===== src/design/ublm_pkg.sv =====
// shared command codes and lane count of the unaligned byte lane memory
package ublm_pkg;

  // access commands as carried on the input tuser
  typedef enum logic [2:0] {
    CMD_LOAD_WORD  = 3'd0,
    CMD_LOAD_HALF  = 3'd1,
    CMD_LOAD_BYTE  = 3'd2,
    CMD_STORE_WORD = 3'd3,
    CMD_STORE_HALF = 3'd4,
    CMD_STORE_BYTE = 3'd5
  } cmd_e;

  // number of byte lanes the storage is split into
  localparam int unsigned LANES = 4;

endpackage


===== src/design/unaligned_byte_lane_memory.sv =====
// big-endian byte-addressed load/store memory over four byte-lane banks
//
// Byte-addressed, big-endian memory holding STORE_HALFWORDS halfwords. Each input
// transaction is a word, halfword or byte load or store at any byte address; every
// transaction returns one output transaction: the load data zero-extended to 32 bits,
// or zero for stores and unused command codes. Storage is split into four byte-lane
// banks (byte address modulo 4), so any access of up to four consecutive bytes touches
// each bank at most once and a store only writes its own bytes. A transaction passes
// through the synchronous bank read or write, then the result is assembled into the
// output register; a new transaction is taken only once the previous result has reached
// the output register and the output side keeps up. After reset the banks are cleared
// row by row, and tready stays low until done.
module unaligned_byte_lane_memory #(
  parameter int unsigned STORE_HALFWORDS = 256
) (
  input  logic        clk_i,
  input  logic        rst_ni,
  input  logic        s_axis_tvalid,
  output logic        s_axis_tready,
  input  logic [39:0] s_axis_tdata,   // byte_address [7:0], write_value [39:8]
  input  logic [2:0]  s_axis_tuser,   // command [2:0]
  output logic        m_axis_tvalid,
  input  logic        m_axis_tready,
  output logic [31:0] m_axis_tdata    // read_value [31:0]
);

  localparam int unsigned ROWS  = (STORE_HALFWORDS + 1) / 2;
  localparam int unsigned ROW_W = $clog2(ROWS);

  // input fields
  ublm_pkg::cmd_e cmd;
  logic [7:0]     addr;
  logic [31:0]    wval;
  logic           s_fire;
  logic           is_store;
  logic [2:0]     nbytes;

  // control state
  logic             clearing_q;
  logic [ROW_W-1:0] clr_row_q;
  logic             pend_q;
  logic             out_valid_q;

  // payload registers
  ublm_pkg::cmd_e cmd_q;
  logic [1:0]     off_q;
  logic [31:0]    out_data_q;
  logic [31:0]    result;

  // per-lane access signals
  logic [1:0]       lane_off   [ublm_pkg::LANES];
  logic [8:0]       lane_baddr [ublm_pkg::LANES];
  logic [ROW_W-1:0] lane_row   [ublm_pkg::LANES];
  logic [1:0]       lane_shift [ublm_pkg::LANES];
  logic [31:0]      lane_shv   [ublm_pkg::LANES];
  logic [ublm_pkg::LANES-1:0] mem_we;
  logic [ROW_W-1:0] mem_row    [ublm_pkg::LANES];
  logic [7:0]       mem_wdata  [ublm_pkg::LANES];
  logic [7:0]       lane_rd_q  [ublm_pkg::LANES];
  logic [7:0]       rd_byte    [ublm_pkg::LANES];

  assign cmd  = ublm_pkg::cmd_e'(s_axis_tuser);
  assign addr = s_axis_tdata[7:0];
  assign wval = s_axis_tdata[39:8];

  // one transaction in flight, output slot free by the time the result lands
  assign s_axis_tready = !clearing_q && !pend_q && (!out_valid_q || m_axis_tready);
  assign s_fire        = s_axis_tvalid && s_axis_tready;

  // store width in bytes
  always_comb begin
    is_store = 1'b0;
    nbytes   = 3'd0;
    unique case (cmd)
      ublm_pkg::CMD_STORE_WORD: begin
        is_store = 1'b1;
        nbytes   = 3'd4;
      end
      ublm_pkg::CMD_STORE_HALF: begin
        is_store = 1'b1;
        nbytes   = 3'd2;
      end
      ublm_pkg::CMD_STORE_BYTE: begin
        is_store = 1'b1;
        nbytes   = 3'd1;
      end
      default: begin
        is_store = 1'b0;
        nbytes   = 3'd0;
      end
    endcase
  end

  // lane addressing: lane j holds byte k of the access where k = (j - addr) mod 4
  always_comb begin
    for (int j = 0; j < ublm_pkg::LANES; j++) begin
      lane_off[j]   = 2'(j) - addr[1:0];
      lane_baddr[j] = {1'b0, addr} + {7'b0, lane_off[j]};
      lane_row[j]   = ROW_W'(lane_baddr[j][8:2]);
      lane_shift[j] = 2'(nbytes - 3'd1 - {1'b0, lane_off[j]});
      lane_shv[j]   = wval >> {lane_shift[j], 3'b000};
      if (clearing_q) begin
        mem_we[j]    = 1'b1;
        mem_row[j]   = clr_row_q;
        mem_wdata[j] = 8'h00;
      end else begin
        mem_we[j]    = s_fire && is_store && ({1'b0, lane_off[j]} < nbytes);
        mem_row[j]   = lane_row[j];
        mem_wdata[j] = lane_shv[j][7:0];
      end
    end
  end

  // byte-lane banks with registered read
  for (genvar j = 0; j < ublm_pkg::LANES; j++) begin : g_lane
    logic [7:0] mem [ROWS];

    always_ff @(posedge clk_i) begin
      if (mem_we[j]) begin
        mem[mem_row[j]] <= mem_wdata[j];
      end
      lane_rd_q[j] <= mem[lane_row[j]];
    end
  end

  // pick bytes in access order and assemble the big-endian result
  always_comb begin
    for (int k = 0; k < ublm_pkg::LANES; k++) begin
      rd_byte[k] = lane_rd_q[2'(off_q + 2'(k))];
    end
    unique case (cmd_q)
      ublm_pkg::CMD_LOAD_WORD: result = {rd_byte[0], rd_byte[1], rd_byte[2], rd_byte[3]};
      ublm_pkg::CMD_LOAD_HALF: result = {16'h0000, rd_byte[0], rd_byte[1]};
      ublm_pkg::CMD_LOAD_BYTE: result = {24'h000000, rd_byte[0]};
      default:                 result = 32'h0000_0000;
    endcase
  end

  // control: clearing pass, pending access, output valid
  always_ff @(posedge clk_i or negedge rst_ni) begin
    if (!rst_ni) begin
      clearing_q  <= 1'b1;
      clr_row_q   <= '0;
      pend_q      <= 1'b0;
      out_valid_q <= 1'b0;
    end else begin
      if (clearing_q) begin
        if (clr_row_q == ROW_W'(ROWS - 1)) begin
          clearing_q <= 1'b0;
        end else begin
          clr_row_q <= clr_row_q + ROW_W'(1);
        end
      end
      pend_q <= s_fire;
      if (pend_q) begin
        out_valid_q <= 1'b1;
      end else if (m_axis_tready) begin
        out_valid_q <= 1'b0;
      end
    end
  end

  // payload registers
  always_ff @(posedge clk_i) begin
    if (s_fire) begin
      cmd_q <= cmd;
      off_q <= addr[1:0];
    end
    if (pend_q) begin
      out_data_q <= result;
    end
  end

  assign m_axis_tvalid = out_valid_q;
  assign m_axis_tdata  = out_data_q;

endmodule


===== config.mk =====
export PLATFORM = sky130hd
export DESIGN_NAME = unaligned_byte_lane_memory
export DESIGN_NICKNAME = d
export VERILOG_FILES = /design/src/design/ublm_pkg.sv /design/src/design/unaligned_byte_lane_memory.sv
export SDC_FILE = /design/constraint.sdc
export NUM_CORES = 2
export LEC_CHECK = 0
export ABC_AREA = 1
export BUFFER_PORTS_ARGS = -buffer_cell sky130_fd_sc_hd__buf_2
export CAP_MARGIN = 40
export CELL_PAD_IN_SITES_DETAIL_PLACEMENT = 0
export CELL_PAD_IN_SITES_GLOBAL_PLACEMENT = 1
export CORE_AREA = 4 4 699 701
export DETAILED_ROUTE_END_ITERATION = 16
export DIE_AREA = 0 0 703 705
export PLACE_DENSITY_LB_ADDON = 0.1
export SLEW_MARGIN = 40
export SYNTH_ARGS = -nofsm -noshare
export SYNTH_HDL_FRONTEND = slang
export SYNTH_MEMORY_MAX_BITS = 65536
export SYNTH_SLANG_ARGS = --single-unit

===== constraint.sdc =====
create_clock -name clk_i -period 5.4 [get_ports clk_i]
set_input_delay 1.62 -clock clk_i [delete_from_list [all_inputs] [get_ports clk_i]]
set_output_delay 1.62 -clock clk_i [all_outputs]
set_load 0.1 [all_outputs]

-- Word-level counts from Yosys, hierarchy flattened
Memories as Yosys holds them, arrays and structs flattened. A register that Yosys moved wholly into a read port is not among the register bits.
Index checks and enable logic that the tools add are counted.
- flip-flop bits (word level): 47
- memory bits (writable): 4128
- input bits: 47
- output and inout bits: 34
- logic and storage cells: 88
- memories kept: 5
- memory list (name ; words ; bits a word ; rd ports ; clocked after Yosys merged registers in ; wr ports ; line ; source):
    g_lane[0].mem ; 128 ; 8 ; 1 ; 0 ; 1 ; unaligned_byte_lane_memory.sv:116 ; logic [7:0] mem [ROWS];
    g_lane[1].mem ; 128 ; 8 ; 1 ; 0 ; 1 ; unaligned_byte_lane_memory.sv:116 ;
    g_lane[2].mem ; 128 ; 8 ; 1 ; 0 ; 1 ; unaligned_byte_lane_memory.sv:116 ;
    g_lane[3].mem ; 128 ; 8 ; 1 ; 0 ; 1 ; unaligned_byte_lane_memory.sv:116 ;
    lane_rd_q ; 4 ; 8 ; 4 ; 1 ; 4 ; unaligned_byte_lane_memory.sv:59 ; logic [7:0] lane_rd_q [ublm_pkg::LANES];
- add/subtract/negate cells: 17
- order comparisons: 4
- eq/ne operators: 6
- shifts and indexed selects: 4
- mux-type cells: 28
- bitwise operators: 1
- reductions and logical operators: 16
- operators by type and width (operator ; count):
    $shr A32 B5 Y8 ; 4
    $pmux W32 S3 ; 1
    $add A8 B2 Y9 ; 4
    $mux W8 ; 4
    $mux W7 ; 4
    $mux W1 ; 17
    $lt A2 B3 Y1 ; 4
    $pmux W3 S3 ; 1
    $logic_and A1 B1 Y1 ; 8
    $sub A2 B2 Y2 ; 4
    $add A7 B1 Y7 const B ; 1
    $eq A7 B7 Y1 const B ; 1
    $eq A3 B2 Y1 const B ; 2
    $eq A3 B3 Y1 const B ; 2
    $add A2 B2 Y2 const B ; 2
    $sub A1 B2 Y2 const A ; 2
    $sub A2 B2 Y2 const A ; 2
    $eq A3 B1 Y1 const B ; 1
    $logic_not A1 Y1 ; 3
    $logic_not A3 Y1 ; 1
    $reduce_or A3 Y1 ; 1
    $add A2 B1 Y2 const B ; 1
    $mux W2 ; 1
    $reduce_and A2 Y1 ; 1
    4 further kinds ; 4

-- Logic depth before layout (Yosys ltp)
- word-level depth: 9
- mapped depth: 20
- gate-level depth less buffers: 17

-- Worst setup path after synthesis
OpenSTA, ideal clock, no wires.
- path kind: input -> register
- from: in s_axis_tuser[1]
- to: mem g_lane[1].mem[0][0], data pin
- setup time: 796 ps
- arrival time: 6142 ps
- required time: 4604 ps
- slack: -1537 ps
- stages on the path: 12
- buffers on the path: 1
- path through: inv_1 > nand2_1 > nor2_1 > inv_1 > ha_1 > xor2_1 > or2_2 > nand2_1 > inv_1 > clkbuf_1 > nor2_1 > nor2_1
- RTL lines (element ; line ; source):
    start, declared ; unaligned_byte_lane_memory.sv:21 ; input logic [2:0] s_axis_tuser,
    end, declared ; unaligned_byte_lane_memory.sv:116 ;

-- Final worst setup path
- from: in s_axis_tuser[1]
- to: mem g_lane[2].mem[47][0] (enable)
- word-level cells in the longest chain between the ends: 8
- elaborated cells between the ends (all ways): 12
- those cells by class: order compare (1); eq/ne (3); mux (5); reduce/logical (3)
- RTL lines (element ; line ; source):
    branches (longest 4 deep; another with $lt A2 B3 Y1) ; n/a ;
    $logic_and A1 B1 Y1 (*) ; unaligned_byte_lane_memory.sv:107 ; mem_we[j] = s_fire && is_store && ({1'b0, lane_off[j]} < nbytes);
    $mux W1 (*) ; unaligned_byte_lane_memory.sv:102 ; if (clearing_q) begin
    $mux W1 (*) ; unaligned_byte_lane_memory.sv:119 ; if (mem_we[j]) begin
    $mux W1 (implied by the code) (*) ; unaligned_byte_lane_memory.sv:120 ; mem[mem_row[j]] <= mem_wdata[j];
    end, declared ; unaligned_byte_lane_memory.sv:116 ;
Mark *: on every way between the ends.

==> flow_metrics.env <==
export IMPL_critPathSlowestCell="nor2_1"
export IMPL_viasPerCell=4.94
export IMPL_dp_slack_ns=-0.171
export IMPL_cap_violations=0
export IMPL_wl_met1_mm=243
export IMPL_syn_inst=13600
export IMPL_die_width_um=703
export IMPL_rows=255
export IMPL_start_kind="input pin"
export IMPL_dieArea_mm2=0.496
export IMPL_cts_resized=0
export IMPL_cp_arrival_ns=5.09
export IMPL_drc=0
export IMPL_wl_per_cell_um=25.1
export IMPL_clkTransAtPathRegs_ns=0.06
export IMPL_die_y_um=705
export IMPL_cpLargestDelayFamily="simple AND/OR/NAND/NOR gates"
export IMPL_synth_edf_count=3621
export IMPL_drive_gt1_share_pct=10.9
export IMPL_cts_sinks=3665
export IMPL_final_area_mm2=0.182
export IMPL_tns_ns=0
export IMPL_antenna_found_initial=31
export IMPL_netlist_cell_type_count=42
export IMPL_ir_drop_uv=281
export IMPL_reg2reg_depth=15
export IMPL_clk_latency_ns=0.99
export IMPL_wl_mm=523
export IMPL_synth_area_mm2=0.154
export IMPL_fin_skew_ns=0.0830
export IMPL_top_layer="met5"
export IMPL_crit_path_end="g_lane[2].mem[47][0]"
export IMPL_placed_cell_area_mm2=0.168
export IMPL_path_class="in2reg"
export IMPL_finalSetupViolations=0
export IMPL_grt_use_total_pct=20.6
export IMPL_async_reset_ff_share_pct=0.273
export IMPL_ioPinCount=81
export IMPL_max_freq_ghz=0.222
export IMPL_max_stage_delay_ns=0.61
export IMPL_cp_required_ns=6.00
export IMPL_wl_met3_mm=26.7
export IMPL_critical_path_cell_count=17
export IMPL_yosys_top_cells_area="edfxtp_1 (71%), nand2_1 (12%), nand3_1 (5.7%)"
export IMPL_cp_max_fo=8
export IMPL_cts_setup_buffers=0
export IMPL_synth_ff_type="edfxtp_1"
export IMPL_synth_most_common_cell="nand2_1"
export IMPL_htreeDepth=5
export IMPL_grt_start_max_net_pins=150
export IMPL_postLayoutSetupSlackWorst_ns=0.904
export IMPL_drt_initial_drc_count=9142
export IMPL_syn_to_final_growth_pct=17.9
export IMPL_timing_slew_headroom_pct=44.4
export IMPL_crit_chain="buf_2 > inv_1 > nand2_1 > nor2_1 > buf_4 > inv_1 > ha_1 > or2_2 > ha_1 > a21oi_1 > o21ai_1 > nand2_1 > inv_1 > nor2_1 > nand2_1 > buf_12 > nor2_1"
export IMPL_cts_buffers=411
export IMPL_grt_remaining_overflow=0
export IMPL_hold_violations=0
export IMPL_final_nets=14100
export IMPL_final_util_pct=37.7
export IMPL_syn_avg_cell_area_um2=11.3
export IMPL_slew_violations=0
export IMPL_tightest_slew_ns=0.834
export IMPL_yosysTopAreaCellShare_pct=70.6
export IMPL_ant_nets=0
export IMPL_grt_pass1_wl_mm=747
export IMPL_hold_path_class="reg2reg"
export IMPL_dp_hpwl_mm=336
export IMPL_core_area_mm2=0.482
export IMPL_r2r_start="pend_q"
export IMPL_cts_buffer_depth=4
export IMPL_firstDrtPassIters=6
export IMPL_dr_total_vias=103000
export IMPL_critPathLaunch="s_axis_tuser[1]"
export IMPL_io_buffers=80
export IMPL_crit_path_end_kind="register"
export IMPL_synth_seq_area_share_pct=71.2
export IMPL_start_util_pct=32.0
export IMPL_first_global_vias=103000
export IMPL_cts_root_buf="clkbuf_16"
export IMPL_fin_crit_sh_pct=83.3
export IMPL_yosysTopAreaCell="edfxtp_1"
export IMPL_dr_wl_met2_mm=241
export IMPL_reg2reg_setup_slack_ns=1.32
export IMPL_cp_num_buf_inv=6
export IMPL_status="finished clean"
export IMPL_power_leakage_nw=67.8
export IMPL_cts_hold_buf=0
export IMPL_power_density_mw_per_mm2=385
export IMPL_rsz0062_at_grt="no"
export IMPL_reg2reg_to="g_lane[1].mem[0][0]"
export IMPL_synthTopCellsByCount="nand2_1 (4,751), edfxtp_1 (3,621), nand3_1 (1,755)"
export IMPL_syn_num_nets=13700
export IMPL_yosys_register_bits=3665
export IMPL_gp_congestion=0.846
export IMPL_ys_warn_count=0
export IMPL_post_route_min_period_ns=4.50
export IMPL_cts_tree="done"
placed cells by master (no fill, tap or decap), types with 77 or more instances in the layout:
cell       instances
a21oi_1           84
buf_12           244
buf_2             79
buf_4            465
clkbuf_1          77
clkbuf_16        414
clkinv_1          90
clkinv_2          83
edfxtp_1        3621
inv_1            477
mux2i_1          414
nand2_1         4729
nand3_1         1753
nor2_1           874
o21ai_0          401
o22ai_1           78
stage by stage:
stage / hold WS, ns / power [mW] / cells
floorplan: 0.453 / 37.8 / 13600
global placement: 0.484 / 42.7 / 20000
detailed placement: 0.483 / 42.7 / 20000
CTS: 0.501 / 70.8 / 20800
global route: 0.528 / 72.6 / 20800
finish: 0.497 / 69.9 / 20800
area by class of cell:
| cell class | instances | area, µm² |
|---|---|---|
| well taps | 6425 | 8040 |
| repair buffers | 796 | 8880 |
| clock buffers | 498 | 10700 |
| multi-input cells | 8647 | 39700 |
| inverters | 505 | 1920 |
| diodes | 9 | 22.5 |
| flip-flops and latches | 3665 | 110000 |
| clock inverters | 263 | 2700 |
| fillers | 46900 | 300000 |
how the worst min path moves through the flow:
stage / slack, ns / to / depth (start not counted) / start
after floorplan: 0.45 / clr_row_q[6] / 2 / clr_row_q[6]
after global placement: 0.48 / clr_row_q[3] / 1 / clr_row_q[3]
after detailed placement: 0.48 / clr_row_q[6] / 2 / clr_row_q[6]
after CTS: 0.50 / m_axis_tvalid / 1 / rst_ni
after global routing: 0.53 / m_axis_tvalid / 1 / rst_ni
final: 0.50 / clr_row_q[5] / 1 / clr_row_q[5]
report_power, final:
part	leakage (nW)	switching, mW	internal, mW
Clock	6.54	11.8	16.2
Sequential	32.8	0.142	32.7
Combinational	28.5	6.82	2.34
layer usage:
| layer | vias to the layer above | track usage, % |
|---|---|---|
| li1 | 47800 | - |
| met1 | 51800 | 29.7 |
| met2 | 2612 | 33.1 |
| met3 | 643 | 2.60 |
| met4 | 12 | 4.84 |
| met5 | - | 0 |
registers in the layout (all words and copies together) (netlist names), 2 cells and up, named ones only:
register      flops
clr_row_q         7
cmd_q             3
g_lane.mem     3584
lane_rd_q        32
m_axis_tdata     32
off_q             2
kinds of logic (layout without fill, tap and decap cells):
| family | after synthesis | count (layout) | synth area share [%] |
|---|---|---|---|
| XOR/XNOR | 14 | 14 | 0.121 |
| AND/OR/NAND/NOR | 7515 | 7515 | 20.0 |
| AO/OA/AOI/OAI | 691 | 691 | 2.53 |
| buffers and inverters | 1305 | 2062 | 3.42 |
| other | 0 | 9 | 0 |
| multiplexers | 414 | 414 | 2.69 |
| adder cells (fa/ha/maj) | 13 | 13 | 0.106 |
| flip-flops | 3665 | 3665 | 71.2 |
Note: power is estimated with default switching activity, not from simulation.
